<file path="src/hdl/rrts_pkg.sv">
// ----------------------------------------------------------------------------
// rrts_pkg
// Shared types and constants of the round-robin task switcher.
// ----------------------------------------------------------------------------
package rrts_pkg;

  typedef enum logic [1:0] {
    OP_CREATE = 2'd0,
    OP_REMOVE = 2'd1,
    OP_SWITCH = 2'd2,
    OP_NOP    = 2'd3
  } op_t;

  typedef enum logic [1:0] {
    STAT_OK         = 2'd0,
    STAT_NOT_LISTED = 2'd1,
    STAT_REFUSED    = 2'd2
  } status_t;

  typedef enum logic [2:0] {
    ST_IDLE,
    ST_WALK,
    ST_CR_TAIL,
    ST_RM_FETCH,
    ST_RM_CLR,
    ST_SW_SAVE,
    ST_SW_NEXT,
    ST_DONE
  } state_t;

  localparam int unsigned IN_TDATA_W  = 96;
  localparam int unsigned OUT_TDATA_W = 40;

  localparam logic [31:0] FRAME_BYTES   = 32'd64;
  localparam logic [31:0] SP_ALIGN_MASK = 32'hFFFF_FFF8;

endpackage

</file>
<file path="src/hdl/rrts_link_tbl.sv">
// ----------------------------------------------------------------------------
// rrts_link_tbl
// Run-list link table: one synchronous RAM entry per slot (valid, next slot).
// Entries never written read back as null.
// ----------------------------------------------------------------------------
module rrts_link_tbl #(
  parameter int TASKS = 16
) (
  input  logic                     clk,
  input  logic                     rst_n,
  input  logic                     we,
  input  logic [$clog2(TASKS)-1:0] waddr,
  input  logic                     wvalid,
  input  logic [$clog2(TASKS)-1:0] wnext,
  input  logic                     re,
  input  logic [$clog2(TASKS)-1:0] raddr,
  output logic                     rvalid,
  output logic [$clog2(TASKS)-1:0] rnext
);

  localparam int SW = $clog2(TASKS);

  logic [SW:0]      mem [TASKS];
  logic [SW:0]      rdata_r;
  logic [TASKS-1:0] written_r;
  logic             rd_written_r;

  always_ff @(posedge clk) begin
    if (we) begin
      mem[waddr] <= {wvalid, wnext};
    end
    if (re) begin
      rdata_r <= mem[raddr];
    end
  end

  always_ff @(posedge clk) begin
    if (!rst_n) begin
      written_r    <= '0;
      rd_written_r <= 1'b0;
    end else begin
      if (we) begin
        written_r[waddr] <= 1'b1;
      end
      if (re) begin
        rd_written_r <= written_r[raddr];
      end
    end
  end

  assign rvalid = rd_written_r & rdata_r[SW];
  assign rnext  = rd_written_r ? rdata_r[SW-1:0] : '0;

endmodule

</file>
<file path="src/hdl/rrts_sp_ram.sv">
// ----------------------------------------------------------------------------
// rrts_sp_ram
// Saved stack pointer store: one 32-bit synchronous RAM entry per slot.
// ----------------------------------------------------------------------------
module rrts_sp_ram #(
  parameter int TASKS = 16
) (
  input  logic                     clk,
  input  logic                     we,
  input  logic [$clog2(TASKS)-1:0] waddr,
  input  logic [31:0]              wdata,
  input  logic                     re,
  input  logic [$clog2(TASKS)-1:0] raddr,
  output logic [31:0]              rdata
);

  logic [31:0] mem [TASKS];
  logic [31:0] rdata_r;

  always_ff @(posedge clk) begin
    if (we) begin
      mem[waddr] <= wdata;
    end
    if (re) begin
      rdata_r <= mem[raddr];
    end
  end

  assign rdata = rdata_r;

endmodule

</file>
<file path="src/hdl/round_robin_task_switcher.sv">
// ----------------------------------------------------------------------------
// round_robin_task_switcher
// Round-robin task scheduler over TASKS slots with a linked run list.
// ----------------------------------------------------------------------------
// One transaction is processed at a time. A create or a remove walks the run
// list, bounded by the single read port of the link table (one hop per cycle);
// a switch, a refused create, an ignored remove or a no-op needs no walk. The
// result register lets the next transaction be accepted while a result waits.
// No clearing pass runs after reset.
module round_robin_task_switcher #(
  parameter int TASKS = 16
) (
  input  logic                               clk,
  input  logic                               rst_n,
  input  logic                               in_tvalid,
  output logic                               in_tready,
  // [3:0] task_slot, [35:4] sp_value, [67:36] stack_base, [91:68] stack_length
  input  logic [rrts_pkg::IN_TDATA_W-1:0]    in_tdata,
  // [1:0] op
  input  logic [1:0]                         in_tuser,
  output logic                               out_tvalid,
  input  logic                               out_tready,
  // [31:0] resume_sp, [35:32] resume_slot
  output logic [rrts_pkg::OUT_TDATA_W-1:0]   out_tdata,
  // [1:0] status
  output logic [1:0]                         out_tuser
);

  localparam int SW = $clog2(TASKS);
  localparam logic [8:0] TASKS_LIM = 9'(TASKS);

  rrts_pkg::state_t  state_r, state_nxt;
  rrts_pkg::op_t     op_r;
  rrts_pkg::status_t status_r, status_nxt;
  logic [SW-1:0]     slot_r;
  logic [31:0]       sp_r;
  logic [31:0]       init_sp_r;
  logic [SW-1:0]     ptr_r, ptr_nxt;
  logic [SW-1:0]     cur_r, cur_nxt;
  logic [TASKS-1:0]  listed_r, listed_nxt;

  logic              out_tvalid_r;
  logic [31:0]       out_sp_r;
  logic [3:0]        out_slot_r;
  logic [1:0]        out_status_r;
  logic              out_load;

  rrts_pkg::op_t     in_op;
  logic [3:0]        in_slot;
  logic [SW-1:0]     in_idx;
  logic              in_range;
  logic              in_listed;
  logic              create_bad;
  logic              remove_bad;
  logic              accept;

  logic              lk_we, lk_wvalid, lk_re, lk_rvalid;
  logic [SW-1:0]     lk_waddr, lk_wnext, lk_raddr, lk_rnext;
  logic              sp_we, sp_re;
  logic [SW-1:0]     sp_waddr, sp_raddr, sw_next;
  logic [31:0]       sp_wdata, sp_rdata;

  assign in_op      = rrts_pkg::op_t'(in_tuser);
  assign in_slot    = in_tdata[3:0];
  assign in_idx     = SW'(in_slot);
  assign in_range   = (9'(in_slot) < TASKS_LIM);
  assign in_listed  = in_range ? listed_r[in_idx] : 1'b0;
  assign create_bad = (in_slot == 4'd0) || !in_range || in_listed;
  assign remove_bad = (in_slot == 4'd0) || !in_range || !in_listed;
  assign in_tready  = (state_r == rrts_pkg::ST_IDLE);
  assign accept     = in_tvalid && in_tready;
  assign sw_next    = lk_rvalid ? lk_rnext : '0;

  rrts_link_tbl #(.TASKS(TASKS)) u_link (
    .clk    (clk),
    .rst_n  (rst_n),
    .we     (lk_we),
    .waddr  (lk_waddr),
    .wvalid (lk_wvalid),
    .wnext  (lk_wnext),
    .re     (lk_re),
    .raddr  (lk_raddr),
    .rvalid (lk_rvalid),
    .rnext  (lk_rnext)
  );

  rrts_sp_ram #(.TASKS(TASKS)) u_sp (
    .clk   (clk),
    .we    (sp_we),
    .waddr (sp_waddr),
    .wdata (sp_wdata),
    .re    (sp_re),
    .raddr (sp_raddr),
    .rdata (sp_rdata)
  );

  // next state
  always_comb begin
    state_nxt = state_r;
    unique case (state_r)
      rrts_pkg::ST_IDLE: begin
        if (accept) begin
          unique case (in_op)
            rrts_pkg::OP_CREATE: state_nxt = create_bad ? rrts_pkg::ST_DONE : rrts_pkg::ST_WALK;
            rrts_pkg::OP_REMOVE: state_nxt = remove_bad ? rrts_pkg::ST_DONE : rrts_pkg::ST_WALK;
            rrts_pkg::OP_SWITCH: state_nxt = rrts_pkg::ST_SW_SAVE;
            rrts_pkg::OP_NOP:    state_nxt = rrts_pkg::ST_DONE;
            default:             state_nxt = rrts_pkg::ST_DONE;
          endcase
        end
      end
      rrts_pkg::ST_WALK: begin
        if (op_r == rrts_pkg::OP_CREATE) begin
          if (!lk_rvalid) state_nxt = rrts_pkg::ST_CR_TAIL;
        end else if (!lk_rvalid) begin
          state_nxt = rrts_pkg::ST_DONE;
        end else if (lk_rnext == slot_r) begin
          state_nxt = rrts_pkg::ST_RM_FETCH;
        end
      end
      rrts_pkg::ST_CR_TAIL:  state_nxt = rrts_pkg::ST_DONE;
      rrts_pkg::ST_RM_FETCH: state_nxt = rrts_pkg::ST_RM_CLR;
      rrts_pkg::ST_RM_CLR:   state_nxt = rrts_pkg::ST_DONE;
      rrts_pkg::ST_SW_SAVE:  state_nxt = rrts_pkg::ST_SW_NEXT;
      rrts_pkg::ST_SW_NEXT:  state_nxt = rrts_pkg::ST_DONE;
      rrts_pkg::ST_DONE: begin
        if (!out_tvalid_r || out_tready) state_nxt = rrts_pkg::ST_IDLE;
      end
      default: state_nxt = rrts_pkg::ST_IDLE;
    endcase
  end

  // datapath and memory controls
  always_comb begin
    lk_we      = 1'b0;
    lk_waddr   = slot_r;
    lk_wvalid  = 1'b0;
    lk_wnext   = '0;
    lk_re      = 1'b0;
    lk_raddr   = ptr_r;
    sp_we      = 1'b0;
    sp_waddr   = cur_r;
    sp_wdata   = sp_r;
    sp_re      = 1'b0;
    sp_raddr   = sw_next;
    ptr_nxt    = ptr_r;
    cur_nxt    = cur_r;
    status_nxt = status_r;
    listed_nxt = listed_r;
    out_load   = 1'b0;
    unique case (state_r)
      rrts_pkg::ST_IDLE: begin
        if (accept) begin
          ptr_nxt    = '0;
          lk_raddr   = '0;
          status_nxt = rrts_pkg::STAT_OK;
          unique case (in_op) inside
            rrts_pkg::OP_CREATE: begin
              if (create_bad) status_nxt = rrts_pkg::STAT_REFUSED;
              else lk_re = 1'b1;
            end
            rrts_pkg::OP_REMOVE: begin
              if (remove_bad) status_nxt = rrts_pkg::STAT_NOT_LISTED;
              else lk_re = 1'b1;
            end
            rrts_pkg::OP_SWITCH, rrts_pkg::OP_NOP: begin
              status_nxt = rrts_pkg::STAT_OK;
            end
            default: status_nxt = rrts_pkg::STAT_OK;
          endcase
        end
      end
      rrts_pkg::ST_WALK: begin
        if (!lk_rvalid) begin
          if (op_r == rrts_pkg::OP_CREATE) begin
            lk_we     = 1'b1;
            lk_waddr  = ptr_r;
            lk_wvalid = 1'b1;
            lk_wnext  = slot_r;
          end else begin
            status_nxt = rrts_pkg::STAT_NOT_LISTED;
          end
        end else if (op_r == rrts_pkg::OP_REMOVE && lk_rnext == slot_r) begin
          lk_re    = 1'b1;
          lk_raddr = slot_r;
        end else begin
          lk_re    = 1'b1;
          lk_raddr = lk_rnext;
          ptr_nxt  = lk_rnext;
        end
      end
      rrts_pkg::ST_RM_FETCH: begin
        lk_we     = 1'b1;
        lk_waddr  = ptr_r;
        lk_wvalid = lk_rvalid;
        lk_wnext  = lk_rnext;
      end
      rrts_pkg::ST_RM_CLR: begin
        lk_we              = 1'b1;
        listed_nxt[slot_r] = 1'b0;
      end
      rrts_pkg::ST_CR_TAIL: begin
        lk_we              = 1'b1;
        sp_we              = 1'b1;
        sp_waddr           = slot_r;
        sp_wdata           = init_sp_r;
        listed_nxt[slot_r] = 1'b1;
      end
      rrts_pkg::ST_SW_SAVE: begin
        sp_we    = 1'b1;
        lk_re    = 1'b1;
        lk_raddr = cur_r;
      end
      rrts_pkg::ST_SW_NEXT: begin
        sp_re   = 1'b1;
        cur_nxt = sw_next;
      end
      rrts_pkg::ST_DONE: begin
        out_load = !out_tvalid_r || out_tready;
      end
      default: out_load = 1'b0;
    endcase
  end

  always_ff @(posedge clk) begin
    if (!rst_n) begin
      state_r      <= rrts_pkg::ST_IDLE;
      status_r     <= rrts_pkg::STAT_OK;
      ptr_r        <= '0;
      cur_r        <= '0;
      listed_r     <= TASKS'(1);
      out_tvalid_r <= 1'b0;
    end else begin
      state_r  <= state_nxt;
      status_r <= status_nxt;
      ptr_r    <= ptr_nxt;
      cur_r    <= cur_nxt;
      listed_r <= listed_nxt;
      if (out_load) begin
        out_tvalid_r <= 1'b1;
      end else if (out_tready) begin
        out_tvalid_r <= 1'b0;
      end
    end
  end

  always_ff @(posedge clk) begin
    if (accept) begin
      op_r      <= in_op;
      slot_r    <= in_idx;
      sp_r      <= in_tdata[35:4];
      init_sp_r <= (in_tdata[67:36] + 32'(in_tdata[91:68]) - rrts_pkg::FRAME_BYTES)
                   & rrts_pkg::SP_ALIGN_MASK;
    end
    if (out_load) begin
      out_sp_r     <= (op_r == rrts_pkg::OP_SWITCH) ? sp_rdata : 32'd0;
      out_slot_r   <= 4'(cur_r);
      out_status_r <= status_r;
    end
  end

  assign out_tvalid = out_tvalid_r;
  assign out_tdata  = {4'd0, out_slot_r, out_sp_r};
  assign out_tuser  = out_status_r;

  a_main_listed: assert property (@(posedge clk) disable iff (!rst_n)
    listed_r[0])
    else $error("main task slot dropped from the run list");

  a_listed_only_on_commit: assert property (@(posedge clk) disable iff (!rst_n)
    (state_r != rrts_pkg::ST_CR_TAIL && state_r != rrts_pkg::ST_RM_CLR)
    |=> $stable(listed_r))
    else $error("listed flags changed outside create/remove commit");

  a_no_link_write_idle: assert property (@(posedge clk) disable iff (!rst_n)
    (state_r == rrts_pkg::ST_IDLE || state_r == rrts_pkg::ST_DONE) |-> !lk_we)
    else $error("link table written while no transaction in progress");

  a_result_from_done: assert property (@(posedge clk) disable iff (!rst_n)
    $rose(out_tvalid_r) |-> $past(state_r) == rrts_pkg::ST_DONE)
    else $error("result presented without a finished transaction");

endmodule
</file>
<file path="config.mk">
export PLATFORM = sky130hd
export DESIGN_NAME = round_robin_task_switcher
export DESIGN_NICKNAME = d
export VERILOG_FILES = /design/src/hdl/rrts_pkg.sv /design/src/hdl/rrts_link_tbl.sv /design/src/hdl/rrts_sp_ram.sv /design/src/hdl/round_robin_task_switcher.sv
export SDC_FILE = /design/constraint.sdc
export NUM_CORES = 1
export LEC_CHECK = 0
export BUFFER_PORTS_ARGS = -buffer_cell sky130_fd_sc_hd__buf_4
export CAP_MARGIN = 40
export CELL_PAD_IN_SITES_DETAIL_PLACEMENT = 1
export CELL_PAD_IN_SITES_GLOBAL_PLACEMENT = 1
export CORE_ASPECT_RATIO = 0.6
export CORE_MARGIN = 4
export CORE_UTILIZATION = 45
export CTS_BUF_LIST = sky130_fd_sc_hd__clkbuf_8
export DETAILED_ROUTE_END_ITERATION = 7
export PLACE_DENSITY = 0.71
export SLEW_MARGIN = 20
export SYNTH_ARGS = -nofsm -noshare
export SYNTH_HDL_FRONTEND = slang
export SYNTH_HIERARCHICAL = 1
export SYNTH_SLANG_ARGS = --single-unit
</file>
<file path="constraint.sdc">
create_clock -name clk -period 14.5 [get_ports clk]
set_input_delay 1.45 -clock clk [delete_from_list [all_inputs] [get_ports clk]]
set_output_delay 1.45 -clock clk [all_outputs]
set_load 0.05 [all_outputs]
</file>
; Word-level counts from Yosys, hierarchy flattened
; Memory sizes are Yosys's and may differ from the RTL's. A register that Yosys moved wholly into a read port is not among the register bits.
; Cells that the tools add are included.
[word_totals]
reg_bits = 152
latch_bits = 0
ram_bits = 592
rom_bits = 0
input_bits = 102
output_inout_bits = 44
wordCells = 135
mem_count = 2
[mem_list]
columns = name, words, word_bits, read_ports, rd_ports_with_merged_regs, wr, line_no
row1 = u_sp.mem, 16, 32, 1, 1, 1, rrts_sp_ram.sv:17  ; logic [31:0] mem [TASKS];
row2 = u_link.mem, 16, 5, 1, 1, 1, rrts_link_tbl.sv:23  ; logic [SW:0] mem [TASKS];
[op_classes]
addsub = 2
multipliers = 0
div_mod_pow = 0
order_cmp = 6
n_eq_ne = 21
n_shift = 0
muxes = 62
bitwise = 5
n_reduce_logical = 22
[op_table]
columns = op, n
row1 = 2-to-1 mux 4 bit, 12
row2 = adder 32 x 24 -> 32 bit, 1
row3 = 2-to-1 mux 32 bit, 1
row4 = bitwise OR 16 bit, 2
row5 = one-hot mux 16 bit (2 select lines), 1
row6 = subtractor 32 x 7 -> 32 bit (second input constant), 1
row7 = 2-to-1 mux 3 bit, 8
row8 = one-hot mux 4 bit (2 select lines), 3
row9 = less-than comparator 4 x 5 -> 1 bit (second input constant), 4
row10 = 2-to-1 mux 1 bit, 20
row11 = one-hot mux 3 bit (6 select lines), 1
row12 = bitwise AND 16 bit, 1
row13 = NOT 16 bit, 1
row14 = equality test 3 bit (second input constant), 4
row15 = one-hot mux 3 bit (4 select lines), 1
row16 = one-hot mux 4 bit (3 select lines), 1
row17 = != test 2 bit (second input constant), 5
row18 = binary-select mux 1 bit (select 4 bit), 2
row19 = demux 1 bit (select 4 bit), 2
row20 = >= comparator 4 x 1 -> 1 bit (second input constant), 2
row21 = 2-to-1 mux 2 bit, 4
row22 = one-hot mux 2 bit (2 select lines), 2
row23 = AND reduction 4 bit, 2
row24 = equality test 2 bit (second input constant), 3
row25 = other kinds (19), 34

; Depth between registers and ports, before layout
[logic_depth]
depth_word = 9
ltp_mapped = 11
depth_no_buf = 11

; Hierarchy
; Netlist, hierarchy kept.
[by_module_without_submodules]
columns = mod, instances, cells_per_inst, area_per_inst_um2, seq_area_each_um2
row1 = rrts_sp_ram, 1, 838, 20155.6, 16335.7
row2 = round_robin_task_switcher, 1, 709, 7527.2, 3753.6
row3 = rrts_link_tbl, 1, 196, 3983.8, 2892.8

; Worst setup path before layout
; OpenSTA, ideal clock, no wires.
[synth_timing]
kind = register to register
startpoint = register state_r[1]
endpoint = memory u_sp.mem[0][0] (enable)
setup_ns = 0.461
t_arrival_ns = 4.594
required_ns = 14.039
setup_slack_ns = 9.444
stages_incl_launch_ff = 7
n_path_buf = 2
synth_period_minus_slack_ns = 5.056
path_cell_list = dfxtp_1 -> clkbuf_1 -> nor3b_1 -> buf_2 -> mux2_2 -> or3b_2 -> nor3_1
[synth_via]
elab_cells_between_ends = 7
classes_between = 2 x eq/ne / 4 x mux / 1 x reduce/logical
[synth_lines]
columns = element, line_no
row1 = start: declaration, round_robin_task_switcher.sv:32  ; rrts_pkg::state_t state_r, state_nxt;
row2 = start signal: assignment, round_robin_task_switcher.sv:227  ; state_r <= rrts_pkg::ST_IDLE;
row3 = start signal: assignment, round_robin_task_switcher.sv:234  ; state_r <= state_nxt;
row4 = equality test 3 x 2 -> 1 bit, round_robin_task_switcher.sv:151  ; unique case (state_r)
row5 = 2-to-1 mux 4 bit, round_robin_task_switcher.sv:151
row6 = net sp_waddr[2], round_robin_task_switcher.sv:60  ; logic [SW-1:0] sp_waddr, sp_raddr, sw_next;
row7 = end: declaration, rrts_sp_ram.sv:17
; The timed path passes the listed nets, and every way through them passes these cells.

; Final worst setup path
[layout_timing]
startpoint = register state_r[1]
endpoint = memory u_sp.mem[9][31] (enable)
; The elaborated chain is that of the path after synthesis.

==> key figures <==
Timing
  – Fin Setup TNS: 0 ns
  – Crit path time final: 3.88 ns
  – Peak Freq: 0.258 GHz
  – RSZ-0062 raised after global routing: no
  – Worst setup margin: 10.62 ns
  – Fin. max-slew vios: 0
  – Final Hold Viols: 0
  – Setup Skew: 0.0453 ns
  – Tcrit/Tclk final: 0.268
  – Measured slew at the worst slew-check pin: 0.858 ns
  – Setup Viol. Count Final: 0
  – Max_slew headroom: 0.422

Critical path
  – Critical R2R Launch: state_r[1]$_SDFFE_PN0P_
  – CP endpoint kind: register
  – Crit path kind: reg2reg
  – Worst Setup SP: state_r[1]$_SDFFE_PN0P_
  – Startpoint types: register
  – CP Data Arrival Time: 4.23 ns
  – Worst Reg-to-Reg Cells: 7
  – Setup crit end: u_sp/mem[9][31]$_DFFE_PP_
  – R2R Setup Slk: 10.62 ns
  – Worst Path Required: 14.85 ns
  – CP Max Fanout: 33
  – RR Endpoint: u_sp/mem[9][31]$_DFFE_PP_

Power and ir drop
  – Clk pwr share: 0.350
  – Peak supply drop: 61.7 uV
  – Sw frac: 0.238
  – Logic pwr share: 0.081
  – PD cells: 126 nW/um^2
  – Internal: 3.47 mW
  – Sequential Power Share: 0.569
  – Leak pwr: 12.2 nW
  – Sw Pwr: 1.08 mW

Route
  – Total wire length: 78.1 mm
  – Routed Antenna Nets: 0
  – Pre-antenna DRT Iters: 5
  – Vias/cell: 5.70
  – Wire length per cell: 26.3 um
  – Drt drc: 0
  – Vias: 16900
  – Starting DRT DRC Count: 1532

Clock network
  – Setup Buffers After CTS: 0
  – CTS root buf: clkbuf_8
  – Clock transition at path regs: 0.07 ns
  – Cts-stage hold buffer count: 0
  – Latest clock arrival within the worst-skew pair: 0.73 ns
  – CTS tree: done
  – H-tree depth: 3
  – CTS Buf Count: 110
  – CTS Sinks: 781
  – Bufs on Longest Clock Path: 3
  – Post-cts sizing count: 0

Global route
  – Largest net degree at the start of global routing: 54
  – Grt total ovfl: 0
  – Vias in the first global route: 17900
  – Gr usage total: 0.212
  – Antenna violations before repair: 2
  – Global-route wire length before repair: 116 mm

Floorplanning
  – Chip width: 350 um
  – Std cell rows: 75
  – Core ar.: 69800 sq um
  – Starting density of the core: 0.454
  – Die boundary height: 213 um
  – # IOs: 146
  – Full die area: 74800 sq um

Synthesis
  – Yosys top cell area share: 0.696
  – Post-synth ARST share: 0
  – Top cells by area, synth: edfxtp_1 (70%), mux4_2 (10%), dfxtp_1 (3.0%)
  – Distinct cells, synth: 66
  – Flip-flop and latch count after synthesis: 781
  – Main synth FF type: edfxtp_1
  – Synthesized instance count: 1743
  – Mapped cell area: 31700 sq um
  – Post-synth EDFFs: 734
  – Seq/Total Area, Yosys: 0.726
  – Mean Syn Cell Area: 18.2 sq um
  – Most area-hungry cell type in the Yosys netlist: edfxtp_1
  – Yosys warns: 6

Outcome
  – Status: finished clean

Placed design
  – Placed Area: 34000 sq um
  – Final Wtd Congestion: 0.783
  – DP HPWL: 46.8 mm
  – Pre-CTS WS: 10.06 ns
  – Number of I/O port buffers: 137

Final layout
  – Final instance area: 36000 sq um
  – P&R area growth vs syn: 13.8%
  – Nets: 2118
  – Layout cells sized above 1: 0.261

Job
  – Max-cap violations: 0

Worst hold path
  – Hold crit path type: reg2reg
cells by family after synthesis:
| logic type | share of synthesized area |
|---|---|
| fa+ha+maj | 0.0205 |
| flops | 0.726 |
| mux | 0.131 |
| xor+xnor | 0.00802 |
| simple gates | 0.0456 |
| compound gates | 0.0456 |
| other cells | 0.000118 |
| buf+inv | 0.0229 |
sequential cells by signal, summed over array words and instances (netlist names), 4 cells and up, named ones only:
| signal | cells |
|---|---|
| u_sp/mem | 512 |
| u_link/mem | 80 |
| out_sp_r | 32 |
| sp_r | 32 |
| u_sp/rdata | 32 |
| init_sp_r | 29 |
| u_link/written_r | 16 |
| u_link/rdata_r | 5 |
| cur_r | 4 |
| out_slot_r | 4 |
| ptr_r | 4 |
| slot_r | 4 |
metrics by stage:
| stage | util | hold WS, ns | instances | power (mW) |
|---|---|---|---|---|
| 2_1_floorplan | - | 0.403 | 1746 | 2.85 |
| 3_3_place_gp | 0.486 | 0.412 | 2765 | 2.98 |
| 3_5_place_dp | 0.487 | 0.422 | 2773 | 3.01 |
| 4_1_cts | 0.516 | 0.439 | 2966 | 4.60 |
| 5_1_grt | 0.516 | 0.460 | 2969 | 4.75 |
| 6_report | 0.516 | 0.438 | 2970 | 4.55 |
worst min path at each step:
stage | start | to | slack [ns] | cells after the start
6_report | status_r[1]$_SDFFE_PN0P_ | out_tuser[1]$_DFFE_PP_ | 0.44 | 0
5_1_grt | status_r[0]$_SDFFE_PN0P_ | out_tuser[0]$_DFFE_PP_ | 0.46 | 0
4_1_cts | status_r[1]$_SDFFE_PN0P_ | out_tuser[1]$_DFFE_PP_ | 0.44 | 0
3_5_place_dp | status_r[1]$_SDFFE_PN0P_ | out_tuser[1]$_DFFE_PP_ | 0.42 | 0
3_3_place_gp | status_r[0]$_SDFFE_PN0P_ | out_tuser[0]$_DFFE_PP_ | 0.41 | 0
2_1_floorplan | status_r[0]$_SDFFE_PN0P_ | out_tuser[0]$_DFFE_PP_ | 0.40 | 0
synthesized netlist by cell type (7+ instances only):
cell type,instances
xor2_1,7
nor2_1,86
o21a_1,20
a22oi_1,68
buf_1,12
clkbuf_1,37
nor2b_1,12
o21ai_0,31
a21oi_1,40
ha_1,52
edfxtp_1,734
mux4_2,142
nor3_1,22
nand3b_1,8
dfxtp_1,47
mux4_1,18
nand3_1,13
buf_2,11
mux2i_1,11
buf_4,13
and2_1,44
nand2b_1,12
nand2_1,74
mux2_2,34
inv_1,95
xnor2_1,22
cell type report:
| cell class | count | area (sq um) |
|---|---|---|
| Fill cell | 6547 | 33800 |
| Inverter | 96 | 362 |
| Multi-Input combinational cell | 793 | 8120 |
| Antenna cell | 1 | 2.50 |
| Timing Repair Buffer | 182 | 1440 |
| Clock inverter | 80 | 432 |
| Sequential cell | 781 | 23000 |
| Tap cell | 924 | 1160 |
| Clock buffer | 113 | 1560 |
worst max-delay path, stage by stage (launching register included):
cell	delay (ns)
dfxtp_1	0.56
nor3b_2	0.23
buf_4	0.44
buf_12	0.27
mux2_2	0.45
nand2b_1	0.36
nor2_4	0.67
buf_4	0.48
cells in the final DEF, fill, tap and decap left out, drive strengths merged, types with 40 or more instances in the layout:
cell | synthesis | routed
dfxtp | 47 | 47
clkbuf | 38 | 113
a22oi | 68 | 68
a21oi | 40 | 40
edfxtp | 734 | 734
nand2 | 74 | 74
inv | 96 | 137
mux4 | 160 | 160
ha | 52 | 52
buf | 38 | 182
nor2 | 86 | 86
and2 | 44 | 44
metal layers:
metal	share of wire	wire (um)	global-route usage
met1	0.44	34200	0.298
met5	0.00013	10	0
met3	0.064	5010	0.0420
met4	0.018	1420	0.0509
met2	0.48	37400	0.346
power by group through the flow:
stage | clock network, mW | registers, mW | logic (mW)
2_1_floorplan | 0 | 2.64 | 0.218
3_3_place_gp | 0 | 2.63 | 0.349
3_5_place_dp | 0 | 2.64 | 0.368
4_1_cts | 1.64 | 2.59 | 0.370
5_1_grt | 1.75 | 2.59 | 0.404
6_report | 1.59 | 2.59 | 0.368
Power figures use the tool's default switching activity.
